--- src/rtl/cbm_pkg.sv ---
package cbm_pkg;

  localparam int CFG_W = 3;

  // configuration register indexes
  localparam logic CFG_ROM_SIZE = 1'b0;
  localparam logic CFG_RAM_SIZE = 1'b1;

  // access kinds
  localparam logic MODE_READ  = 1'b0;
  localparam logic MODE_WRITE = 1'b1;

  // result targets
  localparam logic [1:0] TGT_NONE = 2'd0;
  localparam logic [1:0] TGT_ROM  = 2'd1;
  localparam logic [1:0] TGT_RAM  = 2'd2;

  // register write regions, bus_address[14:13] below 0x8000
  localparam logic [1:0] REG_RAM_EN = 2'd0;
  localparam logic [1:0] REG_LOW    = 2'd1;
  localparam logic [1:0] REG_UPPER  = 2'd2;
  localparam logic [1:0] REG_MODE   = 2'd3;

  localparam logic [3:0] RAM_EN_KEY = 4'hA;

  typedef struct packed {
    logic        mode;
    logic [15:0] bus_address;
    logic [7:0]  bus_data;
  } access_t;

  typedef struct packed {
    logic [1:0]  target;
    logic [20:0] physical_address;
    logic        is_write;
    logic [7:0]  write_data;
  } result_t;

  typedef struct packed {
    logic       ram_enabled;
    logic [4:0] low_rom_bank;
    logic [1:0] upper_bank_bits;
    logic       banking_mode;
  } bank_state_t;

  typedef struct packed {
    logic [CFG_W-1:0] rom_size_code;
    logic [CFG_W-1:0] ram_size_code;
  } cfg_t;

  // ROM is 32KB << code; code 7 clamps to 2MB
  function automatic logic [20:0] rom_addr_mask(input logic [CFG_W-1:0] code);
    logic [20:0] m;
    case (code)
      3'd0:    m = 21'h007FFF;
      3'd1:    m = 21'h00FFFF;
      3'd2:    m = 21'h01FFFF;
      3'd3:    m = 21'h03FFFF;
      3'd4:    m = 21'h07FFFF;
      3'd5:    m = 21'h0FFFFF;
      default: m = 21'h1FFFFF;
    endcase
    return m;
  endfunction

  function automatic logic [14:0] ram_addr_mask(input logic [CFG_W-1:0] code);
    logic [14:0] m;
    case (code)
      3'd1:    m = 15'h07FF;
      3'd2:    m = 15'h1FFF;
      default: m = 15'h7FFF;
    endcase
    return m;
  endfunction

endpackage

--- src/rtl/cbm_bank_regs.sv ---
module cbm_bank_regs import cbm_pkg::*; (
  input  logic        clk,
  input  logic        rst,
  input  logic        commit,
  input  access_t     item,
  output bank_state_t bank
);

  logic reg_write;

  assign reg_write = commit && (item.mode == MODE_WRITE) && !item.bus_address[15];

  always_ff @(posedge clk) begin
    if (rst) begin
      bank <= '0;
    end else if (reg_write) begin
      case (item.bus_address[14:13])
        REG_RAM_EN: bank.ram_enabled     <= (item.bus_data[3:0] == RAM_EN_KEY);
        REG_LOW:    bank.low_rom_bank    <= item.bus_data[4:0];
        REG_UPPER:  bank.upper_bank_bits <= item.bus_data[1:0];
        REG_MODE:   bank.banking_mode    <= item.bus_data[0];
        default:    bank <= bank;
      endcase
    end
  end

endmodule

--- src/rtl/cbm_translate.sv ---
module cbm_translate import cbm_pkg::*; (
  input  access_t     item,
  input  bank_state_t bank,
  input  cfg_t        cfg,
  output result_t     result
);

  logic [6:0]  rom_bank;
  logic [4:0]  low_eff;
  logic [20:0] rom_phys;
  logic [1:0]  ram_bank;
  logic [14:0] ram_phys;
  logic        ram_hit;

  always_comb begin
    // a low bank of zero selects bank one
    low_eff = (bank.low_rom_bank == 5'd0) ? 5'd1 : bank.low_rom_bank;
    if (!item.bus_address[14]) begin
      rom_bank = bank.banking_mode ? {bank.upper_bank_bits, 5'd0} : 7'd0;
    end else begin
      rom_bank = {bank.upper_bank_bits, low_eff};
    end
    rom_phys = {rom_bank, item.bus_address[13:0]} & rom_addr_mask(cfg.rom_size_code);

    ram_bank = bank.banking_mode ? bank.upper_bank_bits : 2'd0;
    ram_phys = {ram_bank, item.bus_address[12:0]} & ram_addr_mask(cfg.ram_size_code);
    ram_hit  = (item.bus_address[15:13] == 3'b101) && bank.ram_enabled &&
               (cfg.ram_size_code != 3'd0);

    result = '0;
    if (!item.bus_address[15]) begin
      if (item.mode == MODE_READ) begin
        result.target           = TGT_ROM;
        result.physical_address = rom_phys;
      end
    end else if (ram_hit) begin
      result.target           = TGT_RAM;
      result.physical_address = {6'd0, ram_phys};
      if (item.mode == MODE_WRITE) begin
        result.is_write   = 1'b1;
        result.write_data = item.bus_data;
      end
    end
  end

endmodule

--- src/rtl/cartridge_bank_mapper.sv ---
// Each access passes through an input register, then a result register.
// Throughput: one access per cycle unless out_stall holds a full result register; the
// bank registers update as an item moves to the result register, so the next item
// sees them in the following cycle.
// Reset (rst, synchronous, active high): empties both stages, clears the size codes
// and the four banking registers (RAM disabled, bank zero, simple banking).
module cartridge_bank_mapper import cbm_pkg::*; (
  input  logic             clk,
  input  logic             rst,
  input  logic             cfg_we,
  input  logic             cfg_index,
  input  logic [CFG_W-1:0] cfg_data,
  input  logic             in_valid,
  output logic             in_stall,
  input  access_t          in_data,
  output logic             out_valid,
  input  logic             out_stall,
  output result_t          out_data
);

  logic        s1_valid;
  access_t     s1_item;
  logic        out_ready;
  logic        advance;
  cfg_t        cfg;
  bank_state_t bank;
  result_t     result;

  assign out_ready = !out_valid || !out_stall;
  assign in_stall  = s1_valid && !out_ready;
  assign advance   = s1_valid && out_ready;

  always_ff @(posedge clk) begin
    if (rst) begin
      cfg <= '0;
    end else if (cfg_we) begin
      case (cfg_index)
        CFG_ROM_SIZE: cfg.rom_size_code <= cfg_data;
        CFG_RAM_SIZE: cfg.ram_size_code <= cfg_data;
        default:      cfg <= cfg;
      endcase
    end
  end

  always_ff @(posedge clk) begin
    if (rst) begin
      s1_valid <= 1'b0;
    end else if (!in_stall) begin
      s1_valid <= in_valid;
    end
    if (in_valid && !in_stall) begin
      s1_item <= in_data;
    end
  end

  cbm_bank_regs u_bank_regs (
    .clk    (clk),
    .rst    (rst),
    .commit (advance),
    .item   (s1_item),
    .bank   (bank)
  );

  cbm_translate u_translate (
    .item   (s1_item),
    .bank   (bank),
    .cfg    (cfg),
    .result (result)
  );

  always_ff @(posedge clk) begin
    if (rst) begin
      out_valid <= 1'b0;
    end else if (out_ready) begin
      out_valid <= s1_valid;
    end
    if (advance) begin
      out_data <= result;
    end
  end

endmodule

--- config.mk ---
export PLATFORM = sky130hd
export DESIGN_NAME = cartridge_bank_mapper
export DESIGN_NICKNAME = d
export VERILOG_FILES = /design/src/rtl/cbm_pkg.sv /design/src/rtl/cbm_bank_regs.sv /design/src/rtl/cbm_translate.sv /design/src/rtl/cartridge_bank_mapper.sv
export SDC_FILE = /design/constraint.sdc
export NUM_CORES = 1
export LEC_CHECK = 0
export BUFFER_PORTS_ARGS = -buffer_cell sky130_fd_sc_hd__buf_2
export CORE_MARGIN = 2
export CORE_UTILIZATION = 47
export DETAILED_ROUTE_END_ITERATION = 10
export MAX_ROUTING_LAYER = met4
export PLACE_DENSITY = 0.81
export SLEW_MARGIN = 20
export SYNTH_ARGS = -nofsm -noshare
export SYNTH_HDL_FRONTEND = slang
export SYNTH_SLANG_ARGS = --single-unit
export TNS_END_PERCENT = 10
--- constraint.sdc ---
create_clock -name clk -period 2 [get_ports clk]
set_input_delay 0.4 -clock clk [delete_from_list [all_inputs] [get_ports clk]]
set_output_delay 0.4 -clock clk [all_outputs]
set_load 0.005 [all_outputs]
### Word-level counts from Yosys, hierarchy flattened

Cells that the tools add are included.

* divide/modulo/power cells: 0
* reductions and logical operators: 25
* bitwise operators: 3
* add/sub/neg operators: 0
* muxes and demuxes: 10
* magnitude comparators: 0
* shift operators: 0
* multiply operators: 0
* eq/ne operators: 12

Operator list (number)
* 21-bit one-hot mux with 6 select lines: 1
* 32-bit 2-to-1 mux: 1
* 15-bit one-hot mux with 2 select lines: 1
* 23-bit 2-to-1 mux: 1
* 22-bit 2-to-1 mux: 1
* 21-bit AND: 1
* 15-bit AND: 1
* 7-bit 2-to-1 mux: 2
* 2-bit AND reduction: 7
* 3-bit by 2-bit equality test with 1-bit output, second input constant: 3
* 3-bit equality test, second input constant: 3
* 9-bit 2-to-1 mux: 1
* 1-bit logical AND: 7
* 3-bit by 1-bit equality test with 1-bit output, second input constant: 2
* 1-bit zero test: 5
* 5-bit zero test: 1
* 5-bit 2-to-1 mux: 1
* 2-bit equality test, second input constant: 2
* 4-bit equality test, second input constant: 1
* 3-bit zero test: 1
* 3-bit AND reduction: 1
* 3-bit nonzero test: 1
* 2-bit by 1-bit equality test with 1-bit output, second input constant: 1
* 2-bit zero test: 1
* other kinds (3): 3

* memory bits (read-only): 0
* register bits: 74
* logic and storage cells: 65
* memories kept: 0
* memory bits (writable): 0
* output and inout port bits: 34
* bits in latches: 0

### Logic depth before layout (Yosys ltp)

Gate-level depths: netlist of the first run.

* word-level depth: 6
* gate-level depth with buffers: 5
* gate-level depth less buffers: 4

### Cells and area by module

Synthesis of the first run repeated with hierarchy kept, for this count alone.

* cell total of the unflattened synthesis: 187
* area, all modules: 2855.2 µm²

By module, submodules not included
* cartridge_bank_mapper: instances 1, cells each 91, area each 2079.5 µm²
* cbm_bank_regs: instances 1, cells each 46, area each 440.4 µm²
* cbm_translate: instances 1, cells each 50, area each 335.3 µm²

### Worst setup path before layout of the first run

Ideal clock, no wire load.

* path type: input to register
* start: input out_stall
* end: register s1_item[0] in the netlist's numbering, enable pin
* cell stages on the path: 2
* arrival: 1.758 ns
* setup slack: -0.168 ns
* required time: 1.590 ns
* setup time: 0.410 ns
* path through: and3_1 > nor2b_1

* word-level cells in the longest chain between the ends: 6

RTL lines
* start: declaration: RTL line cartridge_bank_mapper.sv:17 `input logic out_stall,`
* 1-bit zero test: RTL line cartridge_bank_mapper.sv:29 `assign out_ready = !out_valid || !out_stall;`
* 1-bit logical OR: RTL line cartridge_bank_mapper.sv:29
* 1-bit zero test: RTL line cartridge_bank_mapper.sv:30 `assign in_stall = s1_valid && !out_ready;`
* 1-bit logical AND: RTL line cartridge_bank_mapper.sv:30
* 1-bit zero test: RTL line cartridge_bank_mapper.sv:51 `if (in_valid && !in_stall) begin`
* 1-bit logical AND: RTL line cartridge_bank_mapper.sv:51
* end signal: assignment: RTL line cartridge_bank_mapper.sv:52 `s1_item <= in_data;`
* end: declaration: RTL line cartridge_bank_mapper.sv:22 `access_t s1_item;`

No other way between the ends.
A chain may end at the register's enable or synchronous reset.

==> out/results.tsv, run 1 <==
stage	metric	value	unit
clock_tree	Post-CTS Setup Bufs	0	
final_layout	nets	302	
global_routing	Global Route met3 Usage	0.03736	
route	WL final	4713	µm
placed_design	RD Place Congestion	0.8217	
final_layout	ANT cells	0	
route	vias per cell	4.786	
min_path	HP Start	in_data[9]	
timing	unrepaired setup endpoints after global routing	no	
yosys	flops & latches, synth	74	
clock_tree	root buf cell	clkbuf_8	
global_routing	layer carrying the most global-route usage	met2	
final_layout	most common cell after layout, fill and taps aside	buf_2	
critical_path	Worst setup EP type	register	
global_routing	largest net degree at the start of global routing	26	
critical_path	worst setup path startpoint	s1_item[22]$_DFFE_PP_	
clock_tree	cts repair resizes	0	
yosys	number of synthesized flops with an enable pin	57	
final_layout	commonest non-fill, non-tap cells in the layout	buf_2, edfxtp_1, and2_1, dfxtp_1, nor2_1	
yosys	Yosys warnings	0	
critical_path	Critical Path Start Type	register	
critical_path	CP arrival	1.87	ns
global_routing	global-route wire length before repair	7555	µm
yosys	FFs w/ async S/R, synth	0	
global_routing	grt ovf	0	
yosys	Netlist Area Pre-Place	2841	µm²
yosys	average size of a mapped cell	15.11	µm²
clock_tree	Num CTS Buffers	9	
die	Initial Utilization	0.4828	
route	DRT Pass-1 Iters	4	
timing	worst-margin pin slew	0.6233	ns
route	Antenna Nets Post-Route	0	
final_layout	Final Util	0.5980	
route	DR DRC count	0	
route	vias	1651	
final_layout	non-filler cells, final	345	
clock_tree	clk sinks	74	
die	Core ar.	5886	µm²
route	WL/cell	13.66	µm
critical_path	crit-path max FO	11	
clock_tree	CTS max path bufs	2	
run_status	status	finished, final reports clean	
critical_path	Crit path required time	2.20	ns
clock_tree	Clock Latency Late Sink	0.34	ns
placed_design	Buffers on Ports	67	
die	Std-Cell Rows	28	
clock_tree	TritonCTS clock tree	built	
yosys	Unique masters post-synth	36	
global_routing	gr usage total	0.1643	
final_layout	synth-to-layout area growth	23.87	%
yosys	Post-Syn Instances	188	
power	leakage power	0.001395	µW
yosys	Synth Net Count	225	
min_path	Hold Crit Class	in2reg	
flow_run	Max Cap Viol	0	
timing	Tmin final	1.677	ns
power	power per standard cell area	941.3	nW/µm²
placed_design	post-DP HPWL	3335	µm
timing	Final Hold Violating Endpoints	0	
clock_tree	Reg clk slew, reported paths	0.08	ns
die	Die Width	81.76	µm
global_routing	vias in the first global route	1621	
timing	endpoints failing setup	0	
die	Die H	81.76	µm
critical_path	critical setup path kind	reg2reg	
global_routing	GRT met2 Usage	0.2569	
timing	TNS Setup	0	ns
route	DR iter-0 viols	78	
yosys	most common flop cell mapped by yosys	edfxtp_1	
clock_tree	Hold Buf Count CTS	0	
timing	Achievable Freq	0.5962	GHz
yosys	post-synthesis sequential area ratio	0.7221	
power	highest ir drop seen on vdd	0.4489	mV
timing	final period utilization	0.8387	
global_routing	initial antenna violation count	0	
timing	count of pins over their slew limit	0	
placed_design	cell count after placement	329	
timing	Slew headroom	0.5845	
die	Top Ports	68	
die	Die ar.	6684	µm²
final_layout	share of cells above drive strength 1	0.3407	
clock_tree	H-Tree Depth	3	
global_routing	met1 Use GR	0.1910	
timing	Layout Skew	0.007728	ns
critical_path	Reg2Reg Launch Point	s1_item[22]$_DFFE_PP_	
==> worst paths after layout <==
kind	slack, ns	to	depth (start not counted)
max	0.32	out_data[15]$_DFFE_PN_	3
min	0.23	s1_item[9]$_DFFE_PP_	1
max reg2reg	0.32	out_data[15]$_DFFE_PN_	3
min reg2reg	0.50	u_bank_regs.bank[5]$_SDFFE_PP0P_	2
==> state kept, by name, summed over array words and instances, names as in the netlist <==
signal	count
cfg	6
out_data	32
out_valid	1
s1_item	25
s1_valid	1
u_bank_regs.bank	9
==> cell families (layout without fill, tap and decap cells) <==
| kind of cell | Yosys count | after routing | share of synthesized area |
|---|---|---|---|
| AND/OR/NAND/NOR | 76 | 76 | 0.1691 |
| flip-flops | 74 | 74 | 0.7221 |
| AO/OA/AOI/OAI | 16 | 16 | 0.04007 |
| multiplexers | 12 | 12 | 0.04227 |
| buffers and inverters | 7 | 89 | 0.01321 |
| adder cells (fa/ha/maj) | 3 | 3 | 0.01321 |
==> stage by stage <==
stage,setup slack (ns),instance area [µm²],total power (µW),hold slack (ns)
3_5_place_dp,0.3597,3277,1966,0.4848
6_report,0.3227,3520,3313,0.2305
2_1_floorplan,-0.08372,2844,1874,0.4437
5_1_grt,0.1827,3520,3439,0.2166
4_1_cts,0.3148,3520,3350,0.2124
3_3_place_gp,0.4456,3277,1959,0.4749
==> synthesized netlist by cell type, drive strengths merged (2+ instances only) <==
library cell / instances / share of area
inv: 3 / 0.0040
edfxtp: 57 / 0.60
buf: 2 / 0.0066
nor2: 15 / 0.020
nor2b: 3 / 0.0075
and4b: 2 / 0.0079
nand2b: 14 / 0.031
clkbuf: 2 / 0.0026
mux2i: 12 / 0.042
nand4b: 2 / 0.011
o22ai: 2 / 0.0044
ha: 3 / 0.013
nand2: 5 / 0.0066
nand3: 5 / 0.0088
nor3b: 3 / 0.012
dfxtp: 17 / 0.12
a21oi: 5 / 0.0088
and2: 22 / 0.048
==> layer usage <==
layer	wire length [µm]	up-vias
li1	-	844
met1	1978	754
met2	2400	43
met3	215	10
met4	119	0
met5	0	-
==> report_power, final <==
group	internal [µW]	switching, µW
clock network	859	525
registers	1730	33.6
logic	81.0	87.3
==> critical path, stage by stage (launching register included) <==
cell      delay, ns
edfxtp_1       0.51
nand4b_4       0.26
o22ai_1        0.53
and2_1         0.24
==> area by class of cell <==
class	instances	area, µm²
Clock buffer	11	141.4
Clock inverter	5	101.3
Fill cell	466	2366
Inverter	3	11.26
Multi-Input combinational cell	107	762.0
Sequential cell	74	2052
Tap cell	75	93.84
Timing Repair Buffer	70	357.8
Note: power is estimated with default switching activity, not from simulation.
==> run 2: changes to the inputs <==
--- a/config.mk
+++ b/config.mk
@@ -5,12 +5,13 @@
 export SDC_FILE = /design/constraint.sdc
 export NUM_CORES = 1
 export LEC_CHECK = 0
+export ABC_AREA = 1
 export BUFFER_PORTS_ARGS = -buffer_cell sky130_fd_sc_hd__buf_2
 export CORE_MARGIN = 2
-export CORE_UTILIZATION = 47
+export CORE_UTILIZATION = 53
 export DETAILED_ROUTE_END_ITERATION = 10
 export MAX_ROUTING_LAYER = met4
-export PLACE_DENSITY = 0.81
+export PLACE_DENSITY = 0.86
 export SLEW_MARGIN = 20
 export SYNTH_ARGS = -nofsm -noshare
 export SYNTH_HDL_FRONTEND = slang
==> constraint.sdc (replaced) <==
create_clock -name clk -period 1.6 [get_ports clk]
set_input_delay 0.32 -clock clk [delete_from_list [all_inputs] [get_ports clk]]
set_output_delay 0.32 -clock clk [all_outputs]
set_load 0.005 [all_outputs]
==> run 2 against run 1 <==
- hold slack got worse by 0.091 ns
- clock skew decreased by 0.0019 ns
- total power grew 16%
- critical path type unchanged
- wire length is 6.6% higher
- largest power group unchanged
- critical path depth is the same
==> out/results.tsv, run 2 <==
stage	metric	value	unit	change
run_status	status	finished, final reports clean		
yosys	post-synthesis sequential area ratio	0.7134		-0.008795
yosys	Synth Net Count	272		+21%
route	DR DRC count	0		unchanged
route	WL/cell	13.02	µm	-4.7%
yosys	flops & latches, synth	74		unchanged
yosys	mux cell area share after synthesis	0		-0.04227
critical_path	Crit path required time	1.77	ns	-0.43 ns
yosys	Post-Syn Instances	235		+25%
global_routing	global-route wire length before repair	8052	µm	+6.6%
die	Core ar.	5172	µm²	-12%
clock_tree	H-Tree Depth	3		unchanged
timing	final period utilization	0.9266		+0.08795
global_routing	largest net degree at the start of global routing	26		unchanged
final_layout	ANT cells	0		unchanged
yosys	biggest area consumer among synthesized cells	edfxtp_1		
timing	worst-margin pin slew	0.5491	ns	-0.07419 ns
route	WL final	5024	µm	+6.6%
global_routing	Global Route met3 Usage	0.04767		+0.01031
timing	endpoints failing setup	0		unchanged
critical_path	critical setup path kind	reg2reg		
timing	PnR worst setup slack	0.1174	ns	-0.2053 ns
power	total power draw	3831	µW	+16%
final_layout	commonest non-fill, non-tap cells in the layout	buf_2, edfxtp_1, nand2_1, inv_1, nor2_1		
die	Die H	77.67	µm	-5.0%
final_layout	most common cell after layout, fill and taps aside	buf_2		
clock_tree	Reg clk slew, reported paths	0.07	ns	about the same
final_layout	Top Registers	out_data x32, s1_item x25, u_bank_regs.bank x9		
timing	Final Hold Violating Endpoints	0		unchanged
yosys	Synth Area in XOR/XNOR	0		unchanged
yosys	post-synthesis compound-gate area fraction	0.09308		+0.05301
yosys	Synth area leaders	edfxtp_1, dfxtp_1, nand2_1, inv_1, nor2_1		
yosys	Synth top area share	0.5950		-0.007336
power	highest ir drop seen on vdd	0.7319	mV	+63%
clock_tree	Num CTS Buffers	9		unchanged
timing	Tmin final	1.483	ns	-0.1947 ns
min_path	Hold Crit Class	in2reg		
die	Die ar.	6033	µm²	-9.7%
yosys	largest family of logic cells by synthesized area	simple AND/OR/NAND/NOR gates		
clock_tree	root buf cell	clkbuf_8		
route	vias per cell	4.865		+1.7%
global_routing	initial antenna violation count	0		unchanged
route	vias	1878		+14%
timing	Layout Skew	0.005825	ns	-0.001903 ns
die	Top Ports	68		unchanged
yosys	Post-Synth Simple-Gate Area	0.1296		-0.03947
clock_tree	TritonCTS clock tree	built		
yosys	Post-synth top cells	edfxtp_1, nand2_1, inv_1		
final_layout	Fillers	367		-21%
timing	Slew headroom	0.6335		+0.04906
route	DRT Pass-1 Iters	4		unchanged
critical_path	crit-path max FO	13		+2
power	power per standard cell area	1093	nW/µm²	+16%
final_layout	max FFs per register	32		unchanged
flow_run	Max Cap Viol	0		unchanged
die	Initial Utilization	0.5561		+0.07334
final_layout	non-filler cells, final	386		+12%
timing	count of pins over their slew limit	0		unchanged
timing	Achievable Freq	0.6745	GHz	+13%
clock_tree	clk sinks	74		unchanged
route	Antenna Nets Post-Route	0		unchanged
route	DR iter-0 viols	159		+100%
yosys	Unique masters post-synth	26		-28%
yosys	Netlist Area Pre-Place	2877	µm²	+1.2%
clock_tree	Clock Latency Late Sink	0.35	ns	about the same
final_layout	synth-to-layout area growth	21.84	%	
global_routing	vias in the first global route	1778		+9.7%
global_routing	gr usage total	0.1880		+0.02371
yosys	adder-cell area share of the yosys netlist	0.01305		-0.0001609
global_routing	grt ovf	0		unchanged
yosys	average size of a mapped cell	12.24	µm²	-19%
yosys	most common flop cell mapped by yosys	edfxtp_1		
global_routing	GRT met2 Usage	0.3043		+0.04740
critical_path	Critical Path Start Type	register		
placed_design	Place WS	0.1349	ns	-0.2248 ns
die	Std-Cell Rows	26		-7.1%
placed_design	Buffers on Ports	67		unchanged
clock_tree	CTS max path bufs	2		unchanged
final_layout	Most flops, register	out_data		
timing	unrepaired setup endpoints after global routing	yes		
yosys	Yosys warnings	0		unchanged
placed_design	cell count after placement	370		+12%
global_routing	layer carrying the most global-route usage	met2		
final_layout	nets	348		+15%
final_layout	share of cells above drive strength 1	0.3133		-0.02745
yosys	FFs w/ async S/R, synth	0		unchanged
placed_design	post-DP HPWL	3525	µm	+5.7%
critical_path	CP arrival	1.66	ns	-0.21 ns
power	leakage power	0.001475	µW	+5.7%
yosys	most numerous cell in the Yosys netlist	edfxtp_1		
critical_path	Worst setup EP type	register		
global_routing	met1 Use GR	0.1984		+0.007424
yosys	number of synthesized flops with an enable pin	57		unchanged
placed_design	RD Place Congestion	0.8035		-2.2%
final_layout	Final Util	0.6776		+0.07955
die	Die Width	77.67	µm	-5.0%
-- run 2: critical path: stages (launching register included) --
cell and delay, ns:
edfxtp_1 0.45, nor2_2 0.26, inv_1 0.31, a21boi_0 0.29
-- run 2: path summary, 6_finish.rpt --
path / startpoint / endpoint / slack (ns) / cells past startpoint
setup reg to reg: s1_item[23]$_DFFE_PP_ / out_data[21]$_DFFE_PN_ / 0.12 / 3
setup / recovery: s1_item[23]$_DFFE_PP_ / out_data[21]$_DFFE_PN_ / 0.12 / 3
hold / removal: in_data[10] / s1_item[10]$_DFFE_PP_ / 0.14 / 1
hold reg to reg: u_bank_regs.bank[3]$_SDFFE_PP0P_ / u_bank_regs.bank[3]$_SDFFE_PP0P_ / 0.48 / 2
-- run 2: timing repair --
action | CTS | global route
gates resized for setup | 0 | 1
hold buffers | 0 | 0
setup endpoints to repair | 0 | 3
buffers inserted | 0 | 0
-- run 2: stage by stage --
step	hold slack [ns]	instance area, µm²	TNS (ns)
2_1_floorplan	0.3891	2877	0
3_3_place_gp	0.4551	3313	0
3_5_place_dp	0.4695	3313	0
4_1_cts	0.1297	3500	0
5_1_grt	0.1221	3505	-0.008737
6_report	0.1395	3505	0
-- run 2: final cells by class --
class                   count  area (µm²)  area share
flip-flops and latches     74        2052      0.5855
multi-input cells         126       683.2      0.1949
repair buffers             70       382.9      0.1092
clock buffers              10       127.6     0.03642
inverters                  30       112.6     0.03213
well taps                  70       87.58     0.02499
clock inverters             6       58.81     0.01678
-- run 2: power by group --
| group | leakage, µW | switching [µW] | internal, µW |
|---|---|---|---|
| Sequential | 0.000682 | 36.7 | 2170 |
| Combinational | 0.000702 | 151 | 110 |
| Clock | 0.0000913 | 658 | 709 |
-- run 2: per-layer routing --
metal  vias to the layer above  routed length, µm
met5                         -                  0
met4                         0                181
met3                        13                282
met2                        64               2630
met1                       852               1930
li1                        949                  -
-- run 2: kinds of logic after synthesis --
group	after synthesis
adders and majority gates	3
and+or+nand+nor	83
DFF	74
AOI/OAI and AO/OA	40
buffers and inverters	35
